===== src/rtl/core/atcp_pkg.sv =====
package atcp_pkg;

    // Field widths of one word on each channel.
    localparam int BYTE_W   = 8;
    localparam int TARGET_W = 4;
    localparam int VALUE_W  = 31;

    // Width of the signed hundredths value before the position scaling.
    localparam int HUND_W   = 24;
    localparam int DIGIT_W  = 10;

    // Capacity of the key and field stores.
    localparam int KEY_CAP      = 3;
    localparam int FIELD_CAP    = 7;
    localparam int FLEN_W       = 4;
    localparam int FIELD_IDX_W  = 3;
    localparam int KEY_IDX_W    = 2;

    typedef logic [BYTE_W-1:0] t_byte;
    typedef logic [TARGET_W-1:0] t_target;

    // Register address on the configuration port.
    localparam logic [1:0] REG_MOTOR_SELECT = 2'd0;

    // Command characters.
    localparam t_byte CH_EQ    = 8'h3D;
    localparam t_byte CH_END   = 8'h21;
    localparam t_byte CH_MINUS = 8'h2D;
    localparam t_byte CH_P     = 8'h50;
    localparam t_byte CH_I     = 8'h49;
    localparam t_byte CH_D     = 8'h44;
    localparam t_byte CH_S     = 8'h53;
    localparam t_byte CH_LO_O  = 8'h6F;
    localparam t_byte CH_LO_P  = 8'h70;
    localparam t_byte CH_LO_E  = 8'h65;
    localparam t_byte CH_LO_S  = 8'h73;
    localparam t_byte CH_1     = 8'h31;
    localparam t_byte CH_2     = 8'h32;

    localparam logic signed [DIGIT_W-1:0] DIGIT0 = 10'sd48;
    localparam logic signed [VALUE_W-1:0] POS_MUL = 31'sd360;

    // Register write targets.
    localparam t_target TGT_NONE    = 4'd0;
    localparam t_target TGT_POS_KP  = 4'd1;
    localparam t_target TGT_POS_KI  = 4'd2;
    localparam t_target TGT_POS_KD  = 4'd3;
    localparam t_target TGT_SPD_KP  = 4'd4;
    localparam t_target TGT_SPD_KI  = 4'd5;
    localparam t_target TGT_SPD_KD  = 4'd6;
    localparam t_target TGT_SPEED   = 4'd7;
    localparam t_target TGT_POSITION = 4'd8;

    // Only this motor number enables writes.
    localparam t_byte MOTOR_ACTIVE = 8'd1;
    localparam t_byte MOTOR_RESET  = 8'd1;

    // Field lengths that carry a value.
    localparam logic [FLEN_W-1:0] LEN_D_DD   = 4'd4;
    localparam logic [FLEN_W-1:0] LEN_DD_DD  = 4'd5;
    localparam logic [FLEN_W-1:0] LEN_DDD_DD = 4'd6;
    localparam logic [FLEN_W-1:0] FLEN_MAX   = 4'd15;

endpackage


===== src/rtl/core/ascii_tuning_command_parser.sv =====
// ASCII tuning command parser.
// Input channel: one received byte per word on i_rx_byte, handshaked by
// i_in_valid and o_in_ready. A command such as "P1=1.25!" is stored byte by
// byte and the '!' byte ends it.
// Output channel: one word per '!' byte on o_target and o_value, handshaked
// by o_out_valid and i_out_ready. Target 0 means no register is written.
// Any other byte produces no output word.
// Configuration: an APB-style port holds motor_select at address 0; only the
// value 1 enables writes.
// Throughput is one byte per cycle while o_in_ready is high. An accepted '!'
// byte loads the decode stage with the key and the hundredths value; the
// word then moves into the output register, which applies the position
// scaling.
// When the receiver stalls, the output register and the decode stage hold
// their words and o_in_ready drops only once the decode stage is full and
// cannot move, so up to two results wait inside the block.
// Synchronous reset empties both stages, clears the byte position, field
// length and key store and sets motor_select to 1.
module ascii_tuning_command_parser
    import atcp_pkg::*;
#(
    parameter int MAX_LEN = 200
) (
    input  logic                      i_clk,
    input  logic                      i_rst_n,
    input  logic                      i_in_valid,
    output logic                      o_in_ready,
    input  logic [BYTE_W-1:0]         i_rx_byte,
    output logic                      o_out_valid,
    input  logic                      i_out_ready,
    output logic [TARGET_W-1:0]       o_target,
    output logic signed [VALUE_W-1:0] o_value,
    input  logic                      psel,
    input  logic                      penable,
    input  logic                      pwrite,
    input  logic [1:0]                paddr,
    input  logic [31:0]               pwdata,
    output logic [31:0]               prdata,
    output logic                      pready
);

    localparam int POS_W = $clog2(MAX_LEN + 1);
    localparam logic [POS_W-1:0] POS_LIMIT = POS_W'(MAX_LEN);
    localparam logic [POS_W-1:0] POS_KEY_END = POS_W'(KEY_CAP);
    localparam logic [FLEN_W-1:0] FLEN_CAP = FLEN_W'(FIELD_CAP);

    t_byte                     r_motor;
    logic [POS_W-1:0]          r_pos;
    t_byte                     r_key [KEY_CAP];
    t_byte                     r_field [FIELD_CAP];
    logic [FLEN_W-1:0]         r_flen;

    logic                      r_s1_valid;
    t_target                   r_s1_target;
    logic signed [HUND_W-1:0]  r_s1_hund;
    logic                      r_out_valid;
    t_target                   r_out_target;
    logic signed [VALUE_W-1:0] r_out_value;

    logic                      in_fire;
    logic                      is_end;
    logic                      store_en;
    logic                      out_free;
    logic                      s1_free;

    t_target                   n_s1_target;
    logic signed [HUND_W-1:0]  n_s1_hund;
    logic signed [VALUE_W-1:0] n_out_value;
    logic signed [VALUE_W-1:0] hund_ext;

    logic                      neg;
    logic [FLEN_W-1:0]         len_eff;
    t_byte                     fb [FIELD_CAP-1];
    logic signed [HUND_W-1:0]  dg [FIELD_CAP-1];
    logic signed [HUND_W-1:0]  mag;

    // ------------------------------------------------------------------
    // Handshakes.
    assign out_free   = !r_out_valid || i_out_ready;
    assign s1_free    = !r_s1_valid || out_free;
    assign o_in_ready = s1_free;
    assign in_fire    = i_in_valid && s1_free;
    assign is_end     = (i_rx_byte == CH_END);
    assign store_en   = in_fire && !is_end && (r_pos < POS_LIMIT);

    assign o_out_valid = r_out_valid;
    assign o_target    = r_out_target;
    assign o_value     = r_out_value;

    // ------------------------------------------------------------------
    // Configuration port.
    assign pready = 1'b1;
    assign prdata = (paddr == REG_MOTOR_SELECT) ? {24'd0, r_motor} : 32'd0;

    always_ff @(posedge i_clk) begin
        if (!i_rst_n) begin
            r_motor <= MOTOR_RESET;
        end else if (psel && penable && pwrite && pready) begin
            r_motor <= pwdata[BYTE_W-1:0];
        end
    end

    // ------------------------------------------------------------------
    // Command store.
    always_ff @(posedge i_clk) begin
        if (!i_rst_n) begin
            r_pos  <= '0;
            r_flen <= '0;
            for (int k = 0; k < KEY_CAP; k++) begin
                r_key[k] <= '0;
            end
        end else if (in_fire && is_end) begin
            r_pos  <= '0;
            r_flen <= '0;
            for (int k = 0; k < KEY_CAP; k++) begin
                r_key[k] <= '0;
            end
        end else if (store_en) begin
            r_pos <= r_pos + 1'b1;
            if (r_pos < POS_KEY_END) begin
                r_key[r_pos[KEY_IDX_W-1:0]] <= i_rx_byte;
            end
            if (i_rx_byte == CH_EQ) begin
                r_flen <= '0;
            end else if (r_flen < FLEN_MAX) begin
                r_flen <= r_flen + 1'b1;
            end
        end
    end

    // The field bytes are payload; only entries written since the last '='
    // of the current command are ever read.
    always_ff @(posedge i_clk) begin
        if (store_en && (i_rx_byte != CH_EQ) && (r_flen < FLEN_CAP)) begin
            r_field[r_flen[FIELD_IDX_W-1:0]] <= i_rx_byte;
        end
    end

    // ------------------------------------------------------------------
    // Key decode.
    always_comb begin
        n_s1_target = TGT_NONE;
        if (r_motor == MOTOR_ACTIVE) begin
            if (r_key[0] == CH_P && r_key[1] == CH_1) begin
                n_s1_target = TGT_POS_KP;
            end else if (r_key[0] == CH_I && r_key[1] == CH_1) begin
                n_s1_target = TGT_POS_KI;
            end else if (r_key[0] == CH_D && r_key[1] == CH_1) begin
                n_s1_target = TGT_POS_KD;
            end else if (r_key[0] == CH_P && r_key[1] == CH_2) begin
                n_s1_target = TGT_SPD_KP;
            end else if (r_key[0] == CH_I && r_key[1] == CH_2) begin
                n_s1_target = TGT_SPD_KI;
            end else if (r_key[0] == CH_D && r_key[1] == CH_2) begin
                n_s1_target = TGT_SPD_KD;
            end else if (r_key[0] == CH_S && r_key[1] == CH_LO_P
                         && r_key[2] == CH_LO_E) begin
                n_s1_target = TGT_SPEED;
            end else if (r_key[0] == CH_P && r_key[1] == CH_LO_O
                         && r_key[2] == CH_LO_S) begin
                n_s1_target = TGT_POSITION;
            end
        end
    end

    // ------------------------------------------------------------------
    // Value decode: drop a leading minus, then weight the digits by the
    // field length. The dot position is skipped without looking at it.
    assign neg     = (r_flen != '0) && (r_field[0] == CH_MINUS);
    assign len_eff = r_flen - FLEN_W'(neg);

    always_comb begin
        for (int k = 0; k < FIELD_CAP - 1; k++) begin
            fb[k] = neg ? r_field[k + 1] : r_field[k];
            dg[k] = HUND_W'(signed'({2'b00, fb[k]}) - DIGIT0);
        end
    end

    always_comb begin
        case (len_eff)
            LEN_D_DD: begin
                mag = dg[0] * 24'sd100 + dg[2] * 24'sd10 + dg[3];
            end
            LEN_DD_DD: begin
                mag = dg[0] * 24'sd1000 + dg[1] * 24'sd100
                    + dg[3] * 24'sd10 + dg[4];
            end
            LEN_DDD_DD: begin
                mag = dg[0] * 24'sd10000 + dg[1] * 24'sd1000
                    + dg[2] * 24'sd100 + dg[4] * 24'sd10 + dg[5];
            end
            default: begin
                mag = '0;
            end
        endcase
    end

    always_comb begin
        if (n_s1_target == TGT_NONE) begin
            n_s1_hund = '0;
        end else if (neg) begin
            n_s1_hund = -mag;
        end else begin
            n_s1_hund = mag;
        end
    end

    // ------------------------------------------------------------------
    // Decode stage.
    always_ff @(posedge i_clk) begin
        if (!i_rst_n) begin
            r_s1_valid <= 1'b0;
        end else if (s1_free) begin
            r_s1_valid <= in_fire && is_end;
        end
    end

    always_ff @(posedge i_clk) begin
        if (s1_free) begin
            r_s1_target <= n_s1_target;
            r_s1_hund   <= n_s1_hund;
        end
    end

    // ------------------------------------------------------------------
    // Output register with position scaling.
    assign hund_ext = VALUE_W'(r_s1_hund);

    always_comb begin
        if (r_s1_target == TGT_POSITION) begin
            n_out_value = hund_ext * POS_MUL;
        end else begin
            n_out_value = hund_ext;
        end
    end

    always_ff @(posedge i_clk) begin
        if (!i_rst_n) begin
            r_out_valid <= 1'b0;
        end else if (out_free) begin
            r_out_valid <= r_s1_valid;
        end
    end

    always_ff @(posedge i_clk) begin
        if (out_free) begin
            r_out_target <= r_s1_target;
            r_out_value  <= n_out_value;
        end
    end

`ifndef ASSERT_OFF
    a_pos_bounded: assert property (@(posedge i_clk) disable iff (!i_rst_n)
        r_pos <= POS_LIMIT)
        else $error("byte position beyond limit");

    a_end_enters_stage: assert property (@(posedge i_clk) disable iff (!i_rst_n)
        in_fire && is_end |=> r_s1_valid)
        else $error("terminating byte lost before decode stage");

    a_none_is_zero: assert property (@(posedge i_clk) disable iff (!i_rst_n)
        r_out_valid && (r_out_target == TGT_NONE) |-> (r_out_value == '0))
        else $error("nonzero value without a target");

    a_overlong_discard: assert property (@(posedge i_clk) disable iff (!i_rst_n)
        in_fire && !is_end && (r_pos == POS_LIMIT) |=> $stable(r_pos) && $stable(r_flen))
        else $error("overlong command byte was stored");

    a_target_range: assert property (@(posedge i_clk) disable iff (!i_rst_n)
        r_out_valid |-> (r_out_target <= TGT_POSITION))
        else $error("target code out of range");
`endif

endmodule

===== config.mk =====
export PLATFORM = sky130hd
export DESIGN_NAME = ascii_tuning_command_parser
export DESIGN_NICKNAME = d
export VERILOG_FILES = /design/src/rtl/core/atcp_pkg.sv /design/src/rtl/core/ascii_tuning_command_parser.sv
export SDC_FILE = /design/constraint.sdc
export NUM_CORES = 1
export LEC_CHECK = 0
export CAP_MARGIN = 15
export CELL_PAD_IN_SITES_DETAIL_PLACEMENT = 0
export CELL_PAD_IN_SITES_GLOBAL_PLACEMENT = 1
export CORE_ASPECT_RATIO = 0.5
export CORE_MARGIN = 2
export CORE_UTILIZATION = 53
export CTS_BUF_LIST = sky130_fd_sc_hd__clkbuf_4
export DETAILED_ROUTE_END_ITERATION = 7
export DONT_BUFFER_PORTS = 1
export PLACE_DENSITY_LB_ADDON = 0.1
export SYNTH_ARGS = -nofsm -noshare
export SYNTH_HDL_FRONTEND = slang
export SYNTH_SLANG_ARGS = --single-unit
export TNS_END_PERCENT = 20

===== constraint.sdc =====
create_clock -name i_clk -period 14.1 [get_ports i_clk]
set_clock_uncertainty 0.05 [all_clocks]
set_input_delay 1.41 -clock i_clk [delete_from_list [all_inputs] [get_ports i_clk]]
set_output_delay 1.41 -clock i_clk [all_outputs]
set_load 0.005 [all_outputs]

; ---- Word-level counts from Yosys, hierarchy flattened
; Memory sizes are Yosys's and may differ from the RTL's.
; Cells that the tools add are included.
[classes]
add_sub_neg = 19
n_mul = 10
n_lt_le_gt_ge = 4
n_eq_ne = 19
mux = 38
bitwise = 4
reduce_logical = 31
[op_table]
columns = op, n
row1 = $mux W8, 11
row2 = $pmux W24 S3, 1
row3 = $eq A8 B7 Y1 const B, 8
row4 = $sub A8 B6 Y9 const B, 6
row5 = $mul A9 B6 Y15 const B, 3
row6 = $mux W4, 11
row7 = $eq A8 B6 Y1 const B, 5
row8 = $mul A9 B4 Y13 const B, 3
row9 = $mul A9 B8 Y17 const B, 2
row10 = $mux W31, 1
row11 = $mul A24 B7 Y28 const B, 1
row12 = $add A24 B14 Y24, 1
row13 = $add A24 B17 Y24, 1
row14 = $add A24 B20 Y24, 1
row15 = $add A24 B9 Y24, 1
row16 = $mux W24, 1
row17 = $neg A24 Y24, 1
row18 = $add A22 B9 Y23, 1
row19 = $add A21 B14 Y22, 1
row20 = $add A20 B17 Y21, 1
row21 = $mul A9 B11 Y20 const B, 1
row22 = $add A18 B9 Y19, 1
row23 = $logic_and A1 B1 Y1, 19
row24 = $add A17 B14 Y18, 1
row25 = other kinds (24), 42
[word_totals]
ff_bits = 85
ram_bits = 80
input_bits = 49
output_inout_bits = 70
mem_count = 2
[memory_table]
columns = name, depth, word_bits, rd, rd_ports_with_merged_regs, write_ports, line
row1 = r_field, 7, 8, 7, 0, 1, ascii_tuning_command_parser.sv:50  ; t_byte r_field [FIELD_CAP];
row2 = r_key, 3, 8, 3, 0, 3, ascii_tuning_command_parser.sv:49  ; t_byte r_key [KEY_CAP];

; ---- Depth between registers and ports, before layout
; Gate-level depths: netlist of run 1.
; An unclocked memory read counts as a cell.
[depth]
ltp_word = 14
depth_mapped = 46

; ---- Worst setup path before layout of run 1
; OpenSTA, ideal clock, no wires.
[synth_path]
kind = flip-flop to flip-flop
startpoint = register r_flen[1]
endpoint = register r_s1_hund[22] (data pin)
setup_time_ns = 0.281
t_arrival_ns = 10.098
required_time_ns = 13.769
slack_ns = 3.671
stages_incl_launch_ff = 37
period_less_slack_ns = 10.429
path_cell_list = dfxtp_1 -> inv_1 -> ha_1 -> or3b_4 -> nand3_4 -> inv_4 -> buf_6 -> clkbuf_1 -> a21oi_1 -> o21ai_0 -> xor2_1 -> inv_1 -> fa_1 -> fa_1 -> fa_1 -> inv_1 -> fa_1 -> ha_1 -> ha_1 -> a21oi_1 -> xnor2_1 -> fa_1 -> inv_1 -> fa_1 -> fa_1 -> inv_1 -> ha_1 -> or3_1 -> o31ai_1 -> xor2_1 -> nor2_1 -> a211oi_1 -> nand4_1 -> nor4_1 -> a31oi_1 -> xnor2_1 -> nor2b_1
[synth_via]
elab_chain_cells = 12
word_cells_on_any_way = 39
[synth_rtl]
columns = element, line
row1 = "start, declared", ascii_tuning_command_parser.sv:51  ; logic [FLEN_W-1:0] r_flen;
row2 = "start signal, assigned", ascii_tuning_command_parser.sv:126  ; r_flen <= r_flen + 1'b1;
row3 = $reduce_bool A4 Y1, ascii_tuning_command_parser.sv:169  ; assign neg = (r_flen != '0) && (r_field[0] == CH_MINUS);
row4 = $logic_and A1 B1 Y1, ascii_tuning_command_parser.sv:169
row5 = $mux W8, ascii_tuning_command_parser.sv:174  ; fb[k] = neg ? r_field[k + 1] : r_field[k];
row6 = $sub A8 B6 Y9, ascii_tuning_command_parser.sv:175  ; dg[k] = HUND_W'(signed'({2'b00, fb[k]}) - DIGIT0);
row7 = $mul A9 B11 Y20 / $mul A9 B8 Y17 (equally long branches), ascii_tuning_command_parser.sv:189  ; mag = dg[0] * 24'sd10000 + dg[1] * 24'sd1000
row8 = $add A24 B20 Y24, ascii_tuning_command_parser.sv:189
row9 = $add A24 B17 Y24, ascii_tuning_command_parser.sv:190  ; + dg[2] * 24'sd100 + dg[4] * 24'sd10 + dg[5];
row10 = $add A24 B14 Y24, ascii_tuning_command_parser.sv:190
row11 = $add A24 B9 Y24, ascii_tuning_command_parser.sv:190
row12 = $pmux W24 S3, ascii_tuning_command_parser.sv:180  ; case (len_eff)
row13 = $neg A24 Y24, ascii_tuning_command_parser.sv:202  ; n_s1_hund = -mag;
row14 = $mux W24 *, ascii_tuning_command_parser.sv:201  ; end else if (neg) begin
row15 = "end signal, assigned", ascii_tuning_command_parser.sv:221  ; r_s1_hund <= n_s1_hund;
row16 = "end, declared", ascii_tuning_command_parser.sv:55  ; logic signed [HUND_W-1:0] r_s1_hund;
; Every way passes the cells marked *; elsewhere a longest branch is shown, timed or not.
; A chain may end at the register's enable or synchronous reset.

; ---- Final worst setup path of run 1
; Same ends and word-level chain as after synthesis.

==> results of run 1 <==
[cell usage after synthesis, types with 19 or more instances]
master,count
nand3_1,32
o21a_1,19
nor2b_1,25
dfxtp_1,22
nor3_1,29
mux2i_1,32
clkbuf_1,25
a211oi_1,23
o21ai_0,125
buf_4,25
xor2_1,69
fa_1,248
ha_1,382
a21o_1,42
nand2_1,162
a21oi_1,140
and3_1,37
inv_1,485
edfxtp_1,143
xnor2_1,116
nor2_1,137
nand2b_1,22
[stage by stage]
| step | std cells | hold slack (ns) | area, µm² | util, % |
|---|---|---|---|---|
| floorplan | 2624 | 0.3675 | 24580 | - |
| global placement | 3189 | 0.3791 | 25220 | 55.52 |
| detailed placement | 3189 | 0.3829 | 25220 | 55.52 |
| CTS | 3221 | 0.4162 | 25480 | 56.09 |
| global route | 3224 | 0.4368 | 25490 | 56.12 |
| finish | 3225 | 0.4159 | 25490 | 56.13 |
[critical path: cells and delay by family (launching register included)]
kind,cells,cell delay (ns)
muxes,1,0.32
and+or+nand+nor,8,1.81
buffers and inverters,8,1.15
DFF,1,0.42
adders and majority gates,10,4.23
xor gates and xnor gates,4,1.30
AOI/OAI and AO/OA,7,2.11
[kinds of logic (layout without fill, tap and decap cells)]
| logic type | after synthesis | count (layout) |
|---|---|---|
| DFF | 165 | 165 |
| xor gates and xnor gates | 187 | 187 |
| and+or+nand+nor | 544 | 544 |
| adders and majority gates | 630 | 630 |
| muxes | 40 | 40 |
| AOI/OAI and AO/OA | 484 | 484 |
| other | 2 | 29 |
| buffers and inverters | 547 | 548 |
[metal layers]
layer,global-route usage (%),share of wire (%),wire length (µm)
met5,0,0,0
met4,2.973,0.61,351
met3,2.472,4.6,2645
met2,37.33,42,24180
met1,38.97,53,30050
[area by class of cell]
| type | count | area share [%] |
|---|---|---|
| clock buffers | 17 | 0.5006 |
| flip-flops and latches | 165 | 18.57 |
| multi-input cells | 1912 | 69.43 |
| repair buffers | 29 | 0.8442 |
| well taps | 598 | 2.935 |
| inverters | 487 | 7.180 |
| diodes | 2 | 0.01963 |
| clock inverters | 15 | 0.5153 |
[state kept, by name, indices dropped and copies added, names as in the netlist]
name	count
r_field	56
o_value	31
r_key	24
r_s1_hund	24
r_motor	8
r_pos	8
o_target	4
r_flen	4
r_s1_target	4
o_out_valid	1
r_s1_valid	1
[how the worst max path moves through the flow]
stage | from | endpoint | slack [ns] | cells past startpoint
floorplan | r_flen[1] | r_s1_hund[22] | 3.67 | 36
global placement | r_flen[1] | r_s1_hund[22] | 2.56 | 38
detailed placement | r_flen[1] | r_s1_hund[22] | 2.46 | 38
CTS | r_flen[1] | r_s1_hund[22] | 2.43 | 38
global route | r_flen[1] | r_s1_hund[22] | 1.72 | 38
finish | r_flen[1] | r_s1_hund[22] | 2.45 | 38
==> flow_metrics.env, run 1 <==
export IMPL_status="finished clean"
export IMPL_synth_area_mm2=0.02449
export IMPL_layout_area_overhead_vs_synth_pct=4.108
export IMPL_final_cell_mix="inv_1 (485), ha_1 (382), fa_1 (248)"
export IMPL_synth_top_family_by_area="adder cells"
export IMPL_synth_top_cell_by_area="fa_1"
export IMPL_ctsLongestPathBuffers=2
export IMPL_die_w_um=308.0
export IMPL_synth_xor_area_share_pct=6.801
export IMPL_gp_congestion=0.8704
export IMPL_drtPass1Iterations=8
export IMPL_ant_nets=0
export IMPL_grt_pass1_wl_mm=93.01
export IMPL_drive_above_1_share_pct=3.733
export IMPL_synthTopCellsByArea="fa_1 (20%), ha_1 (20%), edfxtp_1 (18%), inv_1 (7.4%), xnor2_1 (4.1%)"
export IMPL_fin_crit_ns=11.65
export IMPL_synthCells=2599
export IMPL_num_vias=17732
export IMPL_holdPathEnd="o_target[0]"
export IMPL_grt_max_degree=52
export IMPL_postSynthAreaPerCell_um2=9.422
export IMPL_start_kind="register"
export IMPL_setup_ws_ns=2.448
export IMPL_slowest_stage="xnor2_1"
export IMPL_required_ns=14.39
export IMPL_hold_depth=0
export IMPL_worstSetupPathType="register to register"
export IMPL_dieHeight_um=156.0
export IMPL_cts_sink_count=165
export IMPL_initial_core_util_pct=53.91
export IMPL_clock_latency_ns=0.58
export IMPL_grt_pass1_vias=16985
export IMPL_port_buffer_count=0
export IMPL_yosys_warnings=0
export IMPL_register_area_mm2=0.004735
export IMPL_setup_tns_ns=0
export IMPL_arrival_ns=11.94
export IMPL_async_reset_ff_share_pct=0
export IMPL_cts_root_buffer="clkbuf_4"
export IMPL_dp_slack_ns=2.457
export IMPL_synth_area_mux_share_pct=1.691
export IMPL_min_period_over_period_pct=82.64
export IMPL_overflow=0
export IMPL_grt_setup_unrepaired="false"
export IMPL_synth_simple_area_share_pct=11.14
export IMPL_max_cap_viol_count=0
export IMPL_drv_slew=0
export IMPL_ys_ff_latch=165
export IMPL_initialDrtViolationCount=1259
export IMPL_cp_max_fo=51
export IMPL_post_drt_wl_per_cell_um=17.74
export IMPL_drc_errors=0
export IMPL_setup_violations_final=0
export IMPL_fmax_ghz=0.08582
export IMPL_totalWireLength_mm=57.22
export IMPL_cts_setup_buffers=0
export IMPL_dieArea_mm2=0.04804
export IMPL_vias_per_cell=5.498
export IMPL_final_common_cell="inv_1"
export IMPL_postCtsHoldBufs=0
export IMPL_synth_edf_count=143
export IMPL_ios=119
export IMPL_reg2reg_from="r_flen[1]"
export IMPL_yosysSeqAreaShare_pct=19.33
export IMPL_rows=55
export IMPL_finalNetCount=3291
export IMPL_cpPeakStageDelay_ns=0.75
export IMPL_grt_use_total_pct=24.69
export IMPL_cts_resized=0
export IMPL_r2r_slack_ns=2.45
export IMPL_endpoint_kind="register"
export IMPL_core_mm2=0.04542
export IMPL_filler_cell_count=4140
export IMPL_reg2reg_to="r_s1_hund[22]"
export IMPL_yosysUniqueCellTypes=89
export IMPL_synth_compound_area_share_pct=12.36
export IMPL_rr_worst_depth=38
export IMPL_ys_flop_type="edfxtp_1"
export IMPL_cts_tree="yes"
export IMPL_synth_top_area_share_pct=20.27
export IMPL_h_tree_depth=4
export IMPL_dp_hpwl_mm=48.34
export IMPL_min_path_type="register to register"
export IMPL_multiInputGateArea_mm2=0.01770
export IMPL_cts_reportedPaths_clkPinSlew_ns=0.15
export IMPL_relSlewSlack_pct=28.79
export IMPL_hold_path_startpoint="r_s1_target[0]"
export IMPL_tightestPinTransition_ns=1.068
export IMPL_antenna_found_initial=2
export IMPL_synth_adder_area_share_pct=39.79
export IMPL_finalHoldViolations=0
export IMPL_cts_made_buffers=17
Power of run 1 is not shown: default switching activity piles up to over one toggle a cycle in this logic, so the estimate is an artifact.
==> run 2, diff against run 1 <==
Settings changed: CORE_UTILIZATION 53 to 48.
Clock period 14.1 ns to 10.5 ns, I/O delays scaled along.
==> flow_metrics.env, run 2 (synthesized netlist as in run 1, its figures left out) <==
export IMPL_design_area_mm2=0.02627
export IMPL_antenna_found_initial=1
export IMPL_ctsLongestPathBuffers=2
export IMPL_cts_made_buffers=17
export IMPL_min_path_type="register to register"
export IMPL_place_area_mm2=0.02564
export IMPL_largest_reg_flops=56
export IMPL_min_period_over_period_pct=95.50
export IMPL_cpPeakStageDelay_ns=0.55
export IMPL_h_tree_depth=4
export IMPL_port_buffer_count=0
export IMPL_rr_worst_depth=40
export IMPL_worstSetupPathType="register to register"
export IMPL_status="finished clean"
export IMPL_num_vias=17973
export IMPL_totalWireLength_mm=60.28
export IMPL_cp_max_fo=14
export IMPL_dieArea_mm2=0.05295
export IMPL_fmax_ghz=0.09972
export IMPL_final_common_cell="inv_1"
export IMPL_grt_use_total_pct=23.21
export IMPL_arrival_ns=10.34
export IMPL_finalHoldViolations=0
export IMPL_r2r_slack_ns=0.47
export IMPL_final_cell_mix="inv_1 (483), ha_1 (381), fa_1 (248)"
export IMPL_cts_root_buffer="clkbuf_4"
export IMPL_filler_cell_count=4689
export IMPL_overflow=0
export IMPL_whs_ns=0.4141
export IMPL_endpoint_kind="register"
export IMPL_core_mm2=0.05029
export IMPL_hold_depth=0
export IMPL_holdPathEnd="o_target[0]"
export IMPL_initialDrtViolationCount=1187
export IMPL_grt_max_degree=49
export IMPL_start_kind="register"
export IMPL_reg2reg_from="r_flen[1]"
export IMPL_drv_slew=0
export IMPL_clock_latency_ns=0.61
export IMPL_finalNetCount=3342
export IMPL_tightestPinTransition_ns=1.004
export IMPL_reg2reg_to="r_s1_hund[23]"
export IMPL_drc_errors=0
export IMPL_relSlewSlack_pct=33.04
export IMPL_dp_hpwl_mm=50.87
export IMPL_post_drt_wl_per_cell_um=17.90
export IMPL_layout_area_overhead_vs_synth_pct=7.286
export IMPL_vias_per_cell=5.338
export IMPL_fin_crit_ns=10.03
export IMPL_die_w_um=323.4
export IMPL_ant_nets=0
export IMPL_required_ns=10.81
export IMPL_grt_pass1_wl_mm=95.73
export IMPL_slowest_stage="fa_1"
export IMPL_max_cap_viol_count=0
export IMPL_initial_core_util_pct=48.69
export IMPL_dieHeight_um=163.7
export IMPL_gp_congestion=0.8389
export IMPL_cts_sink_count=165
export IMPL_grt_pass1_vias=17272
export IMPL_drtPass1Iterations=5
export IMPL_cts_reportedPaths_clkPinSlew_ns=0.18
export IMPL_hold_path_startpoint="r_s1_target[0]"
export IMPL_setup_violations_final=0
export IMPL_drive_above_1_share_pct=6.390
export IMPL_rows=58
export IMPL_ios=119
export IMPL_cts_tree="yes"
run 2: stage by stage:
step | TNS [ns] | utilization [%] | std cells | worst slack (ns)
floorplan | 0 | - | 2624 | 0.07107
global placement | 0 | 50.99 | 3321 | 0.2073
detailed placement | 0 | 50.99 | 3321 | 0.05105
CTS | 0 | 51.65 | 3353 | 0.02302
global route | -0.02470 | 52.24 | 3367 | -0.02470
finish | 0 | 52.24 | 3367 | 0.4721
run 2: worst max-delay path, delay by kind of cell, from the launching register on:
kind                     cells  cell delay, ns
AO/OA/AOI/OAI                7            1.35
AND/OR/NAND/NOR              8            1.66
XOR/XNOR                     4            0.70
flip-flops                   1            0.35
adder cells (fa/ha/maj)     10            4.25
buffers and inverters       10            1.06
multiplexers                 1            0.37
run 2: worst max path at each step:
stage | start | to | slack, ns
after floorplan | r_flen[1] | r_s1_hund[22] | 0.07
final | r_flen[1] | r_s1_hund[23] | 0.47
after global placement | r_flen[0] | r_s1_hund[23] | 0.21
after global routing | r_flen[0] | r_s1_hund[23] | -0.02
after CTS | r_flen[0] | r_s1_hund[23] | 0.02
after detailed placement | r_flen[0] | r_s1_hund[23] | 0.05
run 2: area by class of cell:
type / count / area [µm²] / area share, %
inverter: 487 / 1837 / 6.991
clock inverter: 15 / 203.9 / 0.7763
timing repair buffer: 80 / 628.1 / 2.391
sequential: 165 / 4735 / 18.02
clock buffer: 17 / 127.6 / 0.4858
multi-input combinational: 1912 / 17870 / 68.04
antenna: 1 / 2.502 / 0.009525
tap: 690 / 863.3 / 3.286
run 2: timing repair:
| item | in CTS | in global routing |
|---|---|---|
| gates resized for setup | 0 | 39 |
| hold buffers | 0 | 0 |
| endpoints found under the setup margin | 0 | 8 |
| endpoints found under the hold margin | 0 | 0 |
| buffers inserted | 0 | 12 |
run 2: per-layer routing:
metal / GRT usage, % / routed length, µm / vias to the layer above
met4: 2.537 / 408 / 0
met1: 37.11 / 32020 / 8741
met2: 34.92 / 25440 / 371
li1: - / - / 8833
met3: 1.800 / 2410 / 28
met5: 0 / 0 / -
Power of run 2 is left out for the same reason.
